### config.mk
export PLATFORM = sky130hd
export DESIGN_NAME = cobs_joystick_packet_receiver_top
export DESIGN_NICKNAME = d
export VERILOG_FILES = /design/src/rtl/cobs_pkg.sv /design/src/rtl/cobs_joystick_packet_receiver_top.sv /design/src/rtl/cobs_decode.sv /design/src/rtl/cobs_fifo.sv /design/src/rtl/cobs_packet.sv
export SDC_FILE = /design/constraint.sdc
export NUM_CORES = 1
export LEC_CHECK = 0
export BUFFER_PORTS_ARGS = -buffer_cell sky130_fd_sc_hd__buf_2
export CAP_MARGIN = 10
export CORE_UTILIZATION = 59
export DETAILED_ROUTE_END_ITERATION = 16
export PLACE_DENSITY = 0.8
export SYNTH_ARGS = -nofsm -noshare
export SYNTH_HDL_FRONTEND = slang
export SYNTH_SLANG_ARGS = --single-unit
export TNS_END_PERCENT = 30
### constraint.sdc
create_clock -name aclk -period 7.7 [get_ports aclk]
set_input_delay 0.77 -clock aclk [delete_from_list [all_inputs] [get_ports aclk]]
set_output_delay 0.77 -clock aclk [all_outputs]
set_load 0.03 [all_outputs]
### src/rtl/cobs_pkg.sv
// Shared types and constants for the COBS joystick packet receiver.
// No dependencies.
package cobs_pkg;

    localparam int MAX_DECODED_DEFAULT = 64;
    localparam int HEAD_BYTES = 5;
    localparam logic [31:0] POS_ONE = 32'h3F80_0000;
    localparam logic [31:0] NEG_ONE = 32'hBF80_0000;
    localparam logic [7:0] TYPE_A_RESET = 8'hC0;
    localparam logic [7:0] TYPE_B_RESET = 8'hC1;

    // Configuration register indexes
    localparam logic [0:0] REG_TYPE_A = 1'b0;
    localparam logic [0:0] REG_TYPE_B = 1'b1;

    // Outcome codes
    typedef enum logic [1:0] {
        OUT_UPDATED  = 2'd0,
        OUT_DECODE   = 2'd1,
        OUT_UNKNOWN  = 2'd2,
        OUT_NAN      = 2'd3
    } outcome_t;

    // Closed frame handed from the decoder to the packet stage
    typedef struct packed {
        logic        bad;      // ended inside a block, overflowed or empty
        logic        short_pk; // fewer than five decoded bytes
        logic [39:0] head;     // first five decoded bytes, byte 0 lowest
    } frame_t;

    // Result item
    typedef struct packed {
        logic [31:0] latest_a;
        logic [31:0] latest_b;
        logic [31:0] packet_total;
        logic [31:0] value_bits;
        logic [1:0]  outcome;
        logic        channel;
        logic        link_up;
    } result_t;

endpackage

### src/rtl/cobs_joystick_packet_receiver_top.sv
// Top level of the COBS joystick packet receiver.
// Depends on cobs_pkg, cobs_byte_front, cobs_fifo, cobs_packet.
//
// Usage:
//   s_axis: one received link byte per beat; 0x00 closes a frame.
//   m_axis: one result beat per closed nonempty frame (outcome, channel,
//   clamped value, stored channel values, packet count, link flag).
//   cfg: writes type_code_a (index 0) and type_code_b (index 1); always ready.
// Throughput: one byte per cycle. The decoder updates its block state for
//   each byte, so s_axis_tready stays high unless the frame
//   queue (two entries) is full and the byte is a frame delimiter.
// Path: a closed frame is written into the queue, then taken into the result register.
// Reset: aresetn low clears decode state, stored values, count and link
//   flag, and restores the type codes to 0xC0 and 0xC1.
// Stall: while m_axis_tready is low the result holds; queued frames wait,
//   and non-delimiter bytes keep flowing until a delimiter finds the
//   queue full.
module cobs_joystick_packet_receiver_top #(
    parameter int MAX_DECODED = cobs_pkg::MAX_DECODED_DEFAULT
) (
    input  logic         aclk,
    input  logic         aresetn,
    input  logic         s_axis_tvalid,
    output logic         s_axis_tready,
    input  logic [7:0]   s_axis_tdata,   // [7:0] rx_byte
    output logic         m_axis_tvalid,
    input  logic         m_axis_tready,
    // [1:0] outcome, [2] channel, [34:3] value_bits, [66:35] latest_a,
    // [98:67] latest_b, [130:99] packet_total, [131] link_up, [135:132] zero
    output logic [135:0] m_axis_tdata,
    input  logic         cfg_valid,
    output logic         cfg_ready,
    input  logic [0:0]   cfg_index,
    input  logic [7:0]   cfg_data
);
    import cobs_pkg::*;

    logic [7:0] type_a_reg, type_b_reg;
    logic       dec_in, frm_valid, q_ready, q_valid, pk_ready;
    frame_t     frm, q_frame;
    result_t    res;
    logic       is_delim;

    assign cfg_ready = 1'b1;

    // Configuration registers
    always_ff @(posedge aclk) begin
        if (!aresetn) begin
            type_a_reg <= TYPE_A_RESET;
            type_b_reg <= TYPE_B_RESET;
        end else if (cfg_valid) begin
            case (cfg_index)
                REG_TYPE_A: type_a_reg <= cfg_data;
                REG_TYPE_B: type_b_reg <= cfg_data;
                default: ;
            endcase
        end
    end

    assign is_delim      = (s_axis_tdata == 8'd0);
    assign s_axis_tready = !is_delim || q_ready;
    assign dec_in        = s_axis_tvalid && s_axis_tready;

    cobs_byte_front #(.MAX_DECODED(MAX_DECODED)) u_decode (
        .aclk, .aresetn,
        .in_valid(dec_in), .in_byte(s_axis_tdata),
        .frame_valid(frm_valid), .frame(frm)
    );

    cobs_fifo u_fifo (
        .aclk, .aresetn,
        .wr_valid(frm_valid), .wr_data(frm), .wr_ready(q_ready),
        .rd_valid(q_valid), .rd_ready(pk_ready), .rd_data(q_frame)
    );

    cobs_packet u_packet (
        .aclk, .aresetn,
        .type_code_a(type_a_reg), .type_code_b(type_b_reg),
        .in_valid(q_valid), .in_ready(pk_ready), .frame(q_frame),
        .out_valid(m_axis_tvalid), .out_ready(m_axis_tready), .result(res)
    );

    assign m_axis_tdata = {4'd0, res.link_up, res.packet_total, res.latest_b,
                           res.latest_a, res.value_bits, res.channel, res.outcome};

    a_frame_room: assert property (@(posedge aclk) disable iff (!aresetn)
        frm_valid |-> q_ready) else $error("frame lost at queue");
    a_result_hold: assert property (@(posedge aclk) disable iff (!aresetn)
        m_axis_tvalid && !m_axis_tready |=> $stable(m_axis_tdata))
        else $error("result changed while stalled");
    a_cfg_a: assert property (@(posedge aclk) disable iff (!aresetn)
        cfg_valid && cfg_index == REG_TYPE_A |=> type_a_reg == $past(cfg_data))
        else $error("type code a not written");

endmodule

### src/rtl/cobs_decode.sv
// Front part: byte-wise COBS decoder; emits one frame record per closed frame.
// Depends on cobs_pkg.
module cobs_byte_front #(
    parameter int MAX_DECODED = cobs_pkg::MAX_DECODED_DEFAULT
) (
    input  logic                 aclk,
    input  logic                 aresetn,
    input  logic                 in_valid,
    input  logic [7:0]           in_byte,
    output logic                 frame_valid,
    output cobs_pkg::frame_t     frame
);
    import cobs_pkg::*;

    localparam int CW = $clog2(MAX_DECODED + 1);

    logic [7:0]    block_left_reg;
    logic          block_full_reg;
    logic [CW-1:0] out_count_reg;
    logic          frame_error_reg;
    logic          frame_open_reg;
    logic [39:0]   head_reg;

    logic          put;
    logic [7:0]    put_byte;
    logic          is_code;

    assign is_code  = (block_left_reg == 8'd0);
    assign put      = in_valid && (in_byte != 8'd0) &&
                      (!is_code || (frame_open_reg && !block_full_reg));
    assign put_byte = is_code ? 8'd0 : in_byte;

    assign frame_valid    = in_valid && (in_byte == 8'd0) && frame_open_reg;
    assign frame.bad      = (block_left_reg != 8'd0) || frame_error_reg ||
                            (out_count_reg == '0);
    assign frame.short_pk = (out_count_reg < CW'(HEAD_BYTES));
    assign frame.head     = head_reg;

    // Advance decode state per byte; clear on delimiter
    always_ff @(posedge aclk) begin
        if (!aresetn) begin
            block_left_reg  <= '0;
            block_full_reg  <= 1'b0;
            out_count_reg   <= '0;
            frame_error_reg <= 1'b0;
            frame_open_reg  <= 1'b0;
            head_reg        <= '0;
        end else if (in_valid) begin
            if (in_byte == 8'd0) begin
                block_left_reg  <= '0;
                block_full_reg  <= 1'b0;
                out_count_reg   <= '0;
                frame_error_reg <= 1'b0;
                frame_open_reg  <= 1'b0;
                head_reg        <= '0;
            end else begin
                frame_open_reg <= 1'b1;
                if (is_code) begin
                    block_left_reg <= in_byte - 8'd1;
                    block_full_reg <= (in_byte == 8'hFF);
                end else begin
                    block_left_reg <= block_left_reg - 8'd1;
                end
                if (put) begin
                    if (out_count_reg < CW'(MAX_DECODED)) begin
                        if (out_count_reg < CW'(HEAD_BYTES))
                            head_reg[out_count_reg[2:0]*8 +: 8] <= put_byte;
                        out_count_reg <= out_count_reg + CW'(1);
                    end else begin
                        frame_error_reg <= 1'b1;
                    end
                end
            end
        end
    end

    // A delimiter-closed frame always reports emptiness as bad
    a_empty_bad: assert property (@(posedge aclk) disable iff (!aresetn)
        frame_valid && out_count_reg == '0 |-> frame.bad)
        else $error("empty frame not flagged");
    a_clear: assert property (@(posedge aclk) disable iff (!aresetn)
        in_valid && in_byte == 8'd0 |=> !frame_open_reg && out_count_reg == '0)
        else $error("frame state not cleared");
    a_count_cap: assert property (@(posedge aclk) disable iff (!aresetn)
        out_count_reg <= CW'(MAX_DECODED))
        else $error("decoded count past limit");

endmodule

### src/rtl/cobs_fifo.sv
// Two-entry queue for frame records between decoder and packet stage.
// Depends on cobs_pkg.
module cobs_fifo (
    input  logic             aclk,
    input  logic             aresetn,
    input  logic             wr_valid,
    input  cobs_pkg::frame_t wr_data,
    output logic             wr_ready,
    output logic             rd_valid,
    input  logic             rd_ready,
    output cobs_pkg::frame_t rd_data
);
    import cobs_pkg::*;

    frame_t     mem_reg [2];
    logic       wp_reg, rp_reg;
    logic [1:0] cnt_reg;
    logic       wr, rd;

    assign wr_ready = (cnt_reg != 2'd2);
    assign rd_valid = (cnt_reg != 2'd0);
    assign rd_data  = mem_reg[rp_reg];
    assign wr = wr_valid && wr_ready;
    assign rd = rd_valid && rd_ready;

    // Store entry
    always_ff @(posedge aclk) begin
        if (wr) mem_reg[wp_reg] <= wr_data;
    end

    // Advance pointers and count
    always_ff @(posedge aclk) begin
        if (!aresetn) begin
            wp_reg  <= 1'b0;
            rp_reg  <= 1'b0;
            cnt_reg <= 2'd0;
        end else begin
            if (wr) wp_reg <= ~wp_reg;
            if (rd) rp_reg <= ~rp_reg;
            cnt_reg <= cnt_reg + {1'b0, wr} - {1'b0, rd};
        end
    end

    a_no_over: assert property (@(posedge aclk) disable iff (!aresetn)
        cnt_reg <= 2'd2) else $error("queue count overflow");
    a_push: assert property (@(posedge aclk) disable iff (!aresetn)
        wr && !rd |=> cnt_reg == $past(cnt_reg) + 2'd1) else $error("push lost");
    a_pop: assert property (@(posedge aclk) disable iff (!aresetn)
        rd && !wr |=> cnt_reg == $past(cnt_reg) - 2'd1) else $error("pop lost");

endmodule

### src/rtl/cobs_packet.sv
// Back part: classifies a frame, clamps the value, updates channel state.
// Depends on cobs_pkg.
module cobs_packet (
    input  logic              aclk,
    input  logic              aresetn,
    input  logic [7:0]        type_code_a,
    input  logic [7:0]        type_code_b,
    input  logic              in_valid,
    output logic              in_ready,
    input  cobs_pkg::frame_t  frame,
    output logic              out_valid,
    input  logic              out_ready,
    output cobs_pkg::result_t result
);
    import cobs_pkg::*;

    logic [31:0] stored_a_reg, stored_b_reg, total_reg;
    logic        seen_reg;
    logic        out_valid_reg;
    result_t     res_reg;

    logic        is_a, is_b, is_nan, take;
    logic [31:0] v, vc;
    outcome_t    oc;

    assign in_ready  = !out_valid_reg || out_ready;
    assign out_valid = out_valid_reg;
    assign result    = res_reg;
    assign take      = in_valid && in_ready;

    // Classify and clamp
    always_comb begin
        is_a   = (frame.head[7:0] == type_code_a);
        is_b   = (frame.head[7:0] == type_code_b);
        v      = frame.head[39:8];
        is_nan = (v[30:23] == 8'hFF) && (v[22:0] != 23'd0);
        if (!v[31]) vc = (v > POS_ONE) ? POS_ONE : v;
        else        vc = (v > NEG_ONE) ? NEG_ONE : v;
        if (frame.bad)                               oc = OUT_DECODE;
        else if ((!is_a && !is_b) || frame.short_pk) oc = OUT_UNKNOWN;
        else if (is_nan)                             oc = OUT_NAN;
        else                                         oc = OUT_UPDATED;
    end

    // Update state and hold result until taken
    always_ff @(posedge aclk) begin
        if (!aresetn) begin
            stored_a_reg  <= '0;
            stored_b_reg  <= '0;
            total_reg     <= '0;
            seen_reg      <= 1'b0;
            out_valid_reg <= 1'b0;
        end else begin
            if (out_ready) out_valid_reg <= 1'b0;
            if (take) begin
                out_valid_reg <= 1'b1;
                if (oc == OUT_UPDATED) begin
                    if (is_a) stored_a_reg <= vc;
                    else      stored_b_reg <= vc;
                    total_reg <= total_reg + 32'd1;
                    seen_reg  <= 1'b1;
                end
            end
        end
    end

    always_ff @(posedge aclk) begin
        if (take) begin
            res_reg.outcome      <= oc;
            res_reg.channel      <= (oc == OUT_UPDATED) && !is_a;
            res_reg.value_bits   <= (oc == OUT_UPDATED) ? vc : 32'd0;
            res_reg.latest_a     <= (oc == OUT_UPDATED && is_a) ? vc : stored_a_reg;
            res_reg.latest_b     <= (oc == OUT_UPDATED && !is_a) ? vc : stored_b_reg;
            res_reg.packet_total <= total_reg + ((oc == OUT_UPDATED) ? 32'd1 : 32'd0);
            res_reg.link_up      <= seen_reg || (oc == OUT_UPDATED);
        end
    end

    a_hold: assert property (@(posedge aclk) disable iff (!aresetn)
        out_valid_reg && !out_ready |=> out_valid_reg) else $error("result dropped");
    a_count: assert property (@(posedge aclk) disable iff (!aresetn)
        take && oc == OUT_UPDATED |=> total_reg == $past(total_reg) + 32'd1)
        else $error("count not advanced");
    a_link: assert property (@(posedge aclk) disable iff (!aresetn)
        total_reg != 32'd0 |-> seen_reg) else $error("link flag missing");

endmodule
==> implementation parameters, run 1 <==
Parameter                              Value

Synthesis
  Post-synthesis instance area    16300 um^2
  Async set or reset register ratio after synthesis    0%
  FF+latch count, synth    between 300 and 400
  Sequential-to-total area share from yosys stat    around 60%
  Most instantiated flip-flop cell in the synthesis netlist    sky130_fd_sc_hd__edfxtp_1
  EDFF count, synth    between 200 and 250
  Count of unique library cells instantiated by Yosys    63
  Number of warnings printed during yosys synthesis    0
  Post-synthesis cell count    approximately 1500
  Avg Cell Area, Syn    between 10 and 15 um^2

Drt
  First drt pass iteration count    5
  WL met1    roughly 16 mm
  Via count of the routed design    between 10000 and 15000
  Total routed wirelength    between 30 and 40 mm
  Ratio of routed vias to standard cells    a little under 6
  Routed length on met2    roughly 16 mm
  Met3 wire length    about 2.4 mm
  Detailed-route wire length per cell    17.8 um
  Drt initial violations    roughly 1200
  Top Metal Used    met4
  Count of antenna-violating nets left after detailed routing    0
  DRC Markers    0

CTS
  Buffer levels on the longest clock path    3
  Buffer cell driving the clock tree root    sky130_fd_sc_hd__clkbuf_16
  Number of CTS-inserted buffers    39
  Post-CTS Setup Repair Bufs    0
  CTS HTree Levels    2
  Clock latency on the worst-skew pair    approximately 530 ps
  Clock tree from TritonCTS    done
  Number of clock sinks    slightly below 400
  Clock transition at path regs    about 60 ps
  Post-CTS Hold Buffers    0
  Post-cts resize count    0

Final layout
  Nets    about 1600
  Antenna diode instance count    0
  Area Overhead vs Synth    12.6%
  Flip-flop count of the largest register, all copies and words added    around 130
  Most used cells in the layout excluding fill and tap cells    224 x sky130_fd_sc_hd__nand2_1, 216 x sky130_fd_sc_hd__edfxtp_1, 176 x sky130_fd_sc_hd__dfxtp_1
  Share of post-route cells with drive strength above 1    between 15 and 20%
  Commonest non-fill, non-tap cell in the layout    sky130_fd_sc_hd__nand2_1
  Fill cell instance count of the final layout    around 2000

Placed design
  Placed wire-length estimate    ~23 mm
  IO Port Bufs    between 150 and 200
  RePlAce Congestion    between 0.8 and 0.9

Worst setup path
  WP data arrival    roughly 5600 ps
  Worst Path Class, Setup    reg2reg
  Worst path required time    7970 ps
  Maximum net fanout on the critical path    34
  Kind of end point of the critical path    flop
  Startpoint types    flop

STA
  Share of the clock period used by the worst path after layout    69.1%
  Setup repair after global routing missed its margin    no
  Count of pins over their slew limit    0
  Total setup violations reported at the end of the flow    0
  Slew @ Worst Pin    between 1000 and 1500 ps
  Setup skew after layout    14.5 ps
  Fmax    around 190 MHz
  Worst hold slack across all endpoints    around 430 ps
  Post-route setup TNS    0 ps
  Shortest period the worst path allows    5320 ps
  Number of hold violations in the final report    0
  Relative slew slack    a little over a fifth

Floorplan
  Die width    ~170 um
  Core Region    approximately 27000 um^2
  Initial Util    approximately three fifths
  I/O pins    ~160
  Die H    168 um
  Die Outline Area    roughly 28000 um^2
  Cell row count    60

Global route
  Antenna violations before repair    0
  Via count of the first global-routing pass    between 10000 and 15000
  Largest net degree at the start of global routing    84
  Global-route wire length before repair    between 50 and 60 mm
  GRT Overall Usage    between 20 and 30%
  Total congestion overflow    0

Worst hold path
  Launch instance of the worst min-delay path    u_packet.stored_b_reg[30]
  Class of the tightest hold or removal check    reg2reg

Pwr
  Power density over the cells    roughly 320 nW/um^2
  Leakage power    about 7 nW
  IR Drop Worst-Case VDD    between 0.2 and 0.3 mV

Run status
  Outcome    finished, final reports clean

Flow run
  Maximum capacitance violations    0
-- cell type report --
class	count	area (um^2)	area share, %
flip-flops and latches	393	10000	54.6
multi-input cells	995	5770	31.4
clock buffers	54	1100	6.01
repair buffers	169	878	4.78
well taps	341	427	2.32
clock inverters	18	106	0.579
inverters	11	45.0	0.245
-- per-stage QoR --
| stage | area [um^2] | instances | total power, mW | util (%) | setup WS [ps] |
|---|---|---|---|---|---|
| finish | 18400 | 1981 | 5.95 | 67.9 | 2380 |
| global route | 18400 | 1981 | 6.20 | 67.9 | 1900 |
| CTS | 18400 | 1980 | 5.98 | 67.9 | 2330 |
| detailed placement | 17100 | 1908 | 4.21 | 63.4 | 2370 |
| global placement | 17100 | 1908 | 4.17 | 63.4 | 2570 |
| floorplan | 16300 | 1509 | 3.86 | - | 2120 |
-- final timing paths --
path	slack, ps	cells after the start	endpoint
hold reg to reg	430	2	u_packet.stored_b_reg[30]
hold / removal	430	2	u_packet.stored_b_reg[30]
setup reg to reg	2380	16	u_packet.result[64]
setup / recovery	2380	16	u_packet.result[64]
-- power breakdown --
part / switching [mW] / total, mW / leakage [nW] / internal [mW]
Sequential: 0.134 / 2.71 / 3.65 / 2.57
Clock: 0.770 / 1.78 / 0.601 / 1.01
Combinational: 1.08 / 1.47 / 2.58 / 0.385
Total: 1.99 / 5.95 / 6.83 / 3.97
-- kinds of logic after synthesis --
group	share of synthesized area (%)
other cells	0.0461
compound gates	11.7
buf+inv	3.25
simple gates	16.8
fa+ha+maj	0.921
xor+xnor	3.06
mux	2.78
flops	61.5
-- critical path, stage by stage, from the launching register on --
cell and delay (ps):
sky130_fd_sc_hd__dfxtp_2 950, sky130_fd_sc_hd__buf_4 410, sky130_fd_sc_hd__nand2_1 110, sky130_fd_sc_hd__nor3_1 250, sky130_fd_sc_hd__nor2_1 140, sky130_fd_sc_hd__o41ai_4 670
sky130_fd_sc_hd__a21o_1 890, sky130_fd_sc_hd__inv_1 110, sky130_fd_sc_hd__ha_1 240, sky130_fd_sc_hd__ha_1 210, sky130_fd_sc_hd__nand3_1 150, sky130_fd_sc_hd__nor2_1 90
sky130_fd_sc_hd__nand3_1 300, sky130_fd_sc_hd__nor2_1 140, sky130_fd_sc_hd__nand3_1 170, sky130_fd_sc_hd__nor2_1 80, sky130_fd_sc_hd__xor2_1 140
-- cells in the mapped netlist, types with 26 or more instances --
cell type,count,area (um^2)
sky130_fd_sc_hd__clkbuf_1,78,293
sky130_fd_sc_hd__nand2_1,224,841
sky130_fd_sc_hd__a21oi_1,83,415
sky130_fd_sc_hd__nand3_1,60,300
sky130_fd_sc_hd__edfxtp_1,216,6490
sky130_fd_sc_hd__xnor2_1,31,272
sky130_fd_sc_hd__o31ai_1,40,300
sky130_fd_sc_hd__dfxtp_1,177,3540
sky130_fd_sc_hd__nor2_1,129,484
sky130_fd_sc_hd__xor2_1,26,228
sky130_fd_sc_hd__nand4_1,49,307
sky130_fd_sc_hd__o21ai_0,97,485
-- metal layers --
| layer | up-vias | GRT usage [%] |
|---|---|---|
| li1 | 5681 | - |
| met1 | 5619 | 35.3 |
| met4 | 0 | 8.22 |
| met2 | 430 | 40.5 |
| met3 | 53 | 3.81 |
| met5 | - | 0 |
Power figures use the tool's default switching activity.
==> run 2, diff against run 1 <==
==> constraint.sdc (replaced) <==
create_clock -name aclk -period 4.94 [get_ports aclk]
set_input_delay 0.494 -clock aclk [delete_from_list [all_inputs] [get_ports aclk]]
set_output_delay 0.494 -clock aclk [all_outputs]
set_load 0.03 [all_outputs]
==> run 2 against run 1 <==
  * Cell count grew 0.10%
  * Clock skew up 5.2 ps
  * Non-clock buffer count unchanged
  * Largest power group unchanged
  * Via count up 0.22%
  * Count of clock-buffer cells in the layout grew 9
  * Flip-flop and latch count stayed put
  * Core utilization rose by 0.45 points
  * Final area increased by 0.66%
  * Setup slack worse by 2000 ps
  * Wire length fell by 0.43%
  * Fmax increased by 18%
==> implementation parameters, run 2 (synthesis results as in run 1) <==
Parameter                              Value

Run status
  Outcome    finished, final reports clean

Drt
  DRC Markers    0
  Detailed-route wire length per cell    between 15 and 20 um
  Total routed wirelength    roughly 35 mm
  Drt initial violations    roughly 1200
  Via count of the routed design    11800
  Ratio of routed vias to standard cells    a little under 6
  First drt pass iteration count    6
  Count of antenna-violating nets left after detailed routing    0

Global route
  Global-route wire length before repair    between 50 and 60 mm
  GRT Overall Usage    around a quarter
  Via count of the first global-routing pass    around 11000
  Largest net degree at the start of global routing    ~120
  Total congestion overflow    0
  Antenna violations before repair    0

STA
  Setup repair after global routing missed its margin    no
  Total setup violations reported at the end of the flow    0
  Relative slew slack    between 20% and 30%
  Fmax    roughly 220 MHz
  Count of pins over their slew limit    0
  Share of the clock period used by the worst path after layout    between 90% and 100%
  Slew @ Worst Pin    1160 ps
  Post-route setup TNS    0 ps
  Shortest period the worst path allows    4510 ps
  Setup skew after layout    between 15 and 20 ps
  Number of hold violations in the final report    0

Final layout
  Fill cell instance count of the final layout    between 1500 and 2000
  Area Overhead vs Synth    13.3%
  Final standard cell count with taps included and fillers excluded    slightly below 2000
  Flip-flop count of the largest register, all copies and words added    roughly 130
  Antenna diode instance count    0
  Most used cells in the layout excluding fill and tap cells    224 x sky130_fd_sc_hd__nand2_1, 216 x sky130_fd_sc_hd__edfxtp_1, 176 x sky130_fd_sc_hd__dfxtp_1
  Commonest non-fill, non-tap cell in the layout    sky130_fd_sc_hd__nand2_1
  Nets    about 1600
  Share of post-route cells with drive strength above 1    between 10% and 20%

Floorplan
  Die H    between 150 and 200 um
  Die width    168 um
  I/O pins    around 160
  Initial Util    60.3%
  Die Outline Area    about 28000 um^2
  Cell row count    60
  Core Region    approximately 27000 um^2

Pwr
  IR Drop Worst-Case VDD    0.489 mV
  Power density over the cells    between 500 and 600 nW/um^2
  Net load switching power    ~3.1 mW
  Leakage power    ~6.9 nW
  Part of the total power dissipated in combinational logic    24.4%
  Internal power consumption    6.39 mW
  Share of power burned in registers    44.3%
  Clk pwr share    ~31%
  Switching Fraction    ~33%

Worst setup path
  Kind of end point of the critical path    flop
  Worst path required time    roughly 5200 ps
  Startpoint types    flop
  Worst Path Class, Setup    reg2reg
  WP data arrival    between 4000 and 5000 ps
  Maximum net fanout on the critical path    31

CTS
  Post-CTS Hold Buffers    0
  Clock tree from TritonCTS    done
  Clock transition at path regs    60 ps
  Number of CTS-inserted buffers    40
  Number of clock sinks    between 300 and 400
  Buffer cell driving the clock tree root    sky130_fd_sc_hd__clkbuf_16
  CTS HTree Levels    2
  Clock latency on the worst-skew pair    roughly 530 ps
  Buffer levels on the longest clock path    3
  Post-CTS Setup Repair Bufs    0
  Post-cts resize count    0

Placed design
  IO Port Bufs    155
  Placed wire-length estimate    about 23 mm
  RePlAce Congestion    about 0.85
  # placed instances    approximately 1900

Flow run
  Maximum capacitance violations    0

Worst hold path
  Class of the tightest hold or removal check    in2reg
[run 2: cell count changes in the layout (fill, tap and decap cells not counted), sizes merged]
cell / change
bufinv: +2
clkinv: -9
clkbuf: +8
buf: +1
[run 2: area by class of cell]
cell class                 instances  area, um^2  area share (%)
timing repair buffer             169         893            4.83
clock buffer                      63        1200            6.49
inverter                          11        45.0           0.244
clock inverter                    11         110           0.596
sequential                       393       10000            54.3
multi-input combinational        995        5770            31.2
tap                              341         427            2.31
[run 2: worst max-delay path: stages (launching register included)]
cell                      delay (ps)
sky130_fd_sc_hd__dfxtp_2         790
sky130_fd_sc_hd__buf_4           470
sky130_fd_sc_hd__nand2_1         130
sky130_fd_sc_hd__nor3_1          260
sky130_fd_sc_hd__nor2_1          150
sky130_fd_sc_hd__o41ai_4         760
sky130_fd_sc_hd__a21o_1          170
sky130_fd_sc_hd__inv_1            50
sky130_fd_sc_hd__ha_1            190
sky130_fd_sc_hd__ha_1            200
sky130_fd_sc_hd__nand3_1         160
sky130_fd_sc_hd__nor2_1           90
sky130_fd_sc_hd__nand3_1         300
sky130_fd_sc_hd__nor2_1          130
sky130_fd_sc_hd__nand3_1         170
sky130_fd_sc_hd__nor2_1           80
sky130_fd_sc_hd__xor2_1          140
[run 2: metal layers]
layer  GRT usage, %  up-vias  share of wire (%)
li1               -     5679                  -
met3           3.46       65                6.8
met4           7.39        0                2.2
met5              0        -                  0
met2           39.9      464                 47
met1           34.8     5601                 44
[run 2: final timing paths]
| kind | to | slack [ps] | startpoint | cells past startpoint |
|---|---|---|---|---|
| min | type_a_reg[7] | 200 | cfg_data[7] | 3 |
| max reg2reg | u_packet.result[64] | 430 | flop | 16 |
| min reg2reg | u_packet.stored_b_reg[30] | 450 | u_packet.stored_b_reg[30] | 2 |
| max | u_packet.result[64] | 430 | flop | 16 |
[run 2: power by group through the flow]
stage	registers, mW	logic (mW)	clock network, mW
finish	4.20	2.31	2.96
global route	4.24	2.47	3.14
CTS	4.20	2.32	3.01
detailed placement	4.26	2.31	0
global placement	4.25	2.25	0
floorplan	4.95	1.07	0
[run 2: per-stage QoR]
step / area, um^2 / hold WS (ps) / utilization, % / worst slack (ps) / power (mW)
6_report: 18500 / 203 / 68.4 / 427 / 9.47
5_1_grt: 18500 / 213 / 68.4 / 175 / 9.84
4_1_cts: 18500 / 186 / 68.4 / 472 / 9.52
3_5_place_dp: 17200 / 440 / 63.5 / 528 / 6.57
3_3_place_gp: 17200 / 425 / 63.5 / 733 / 6.51
2_1_floorplan: 16300 / 410 / - / 39.9 / 6.02
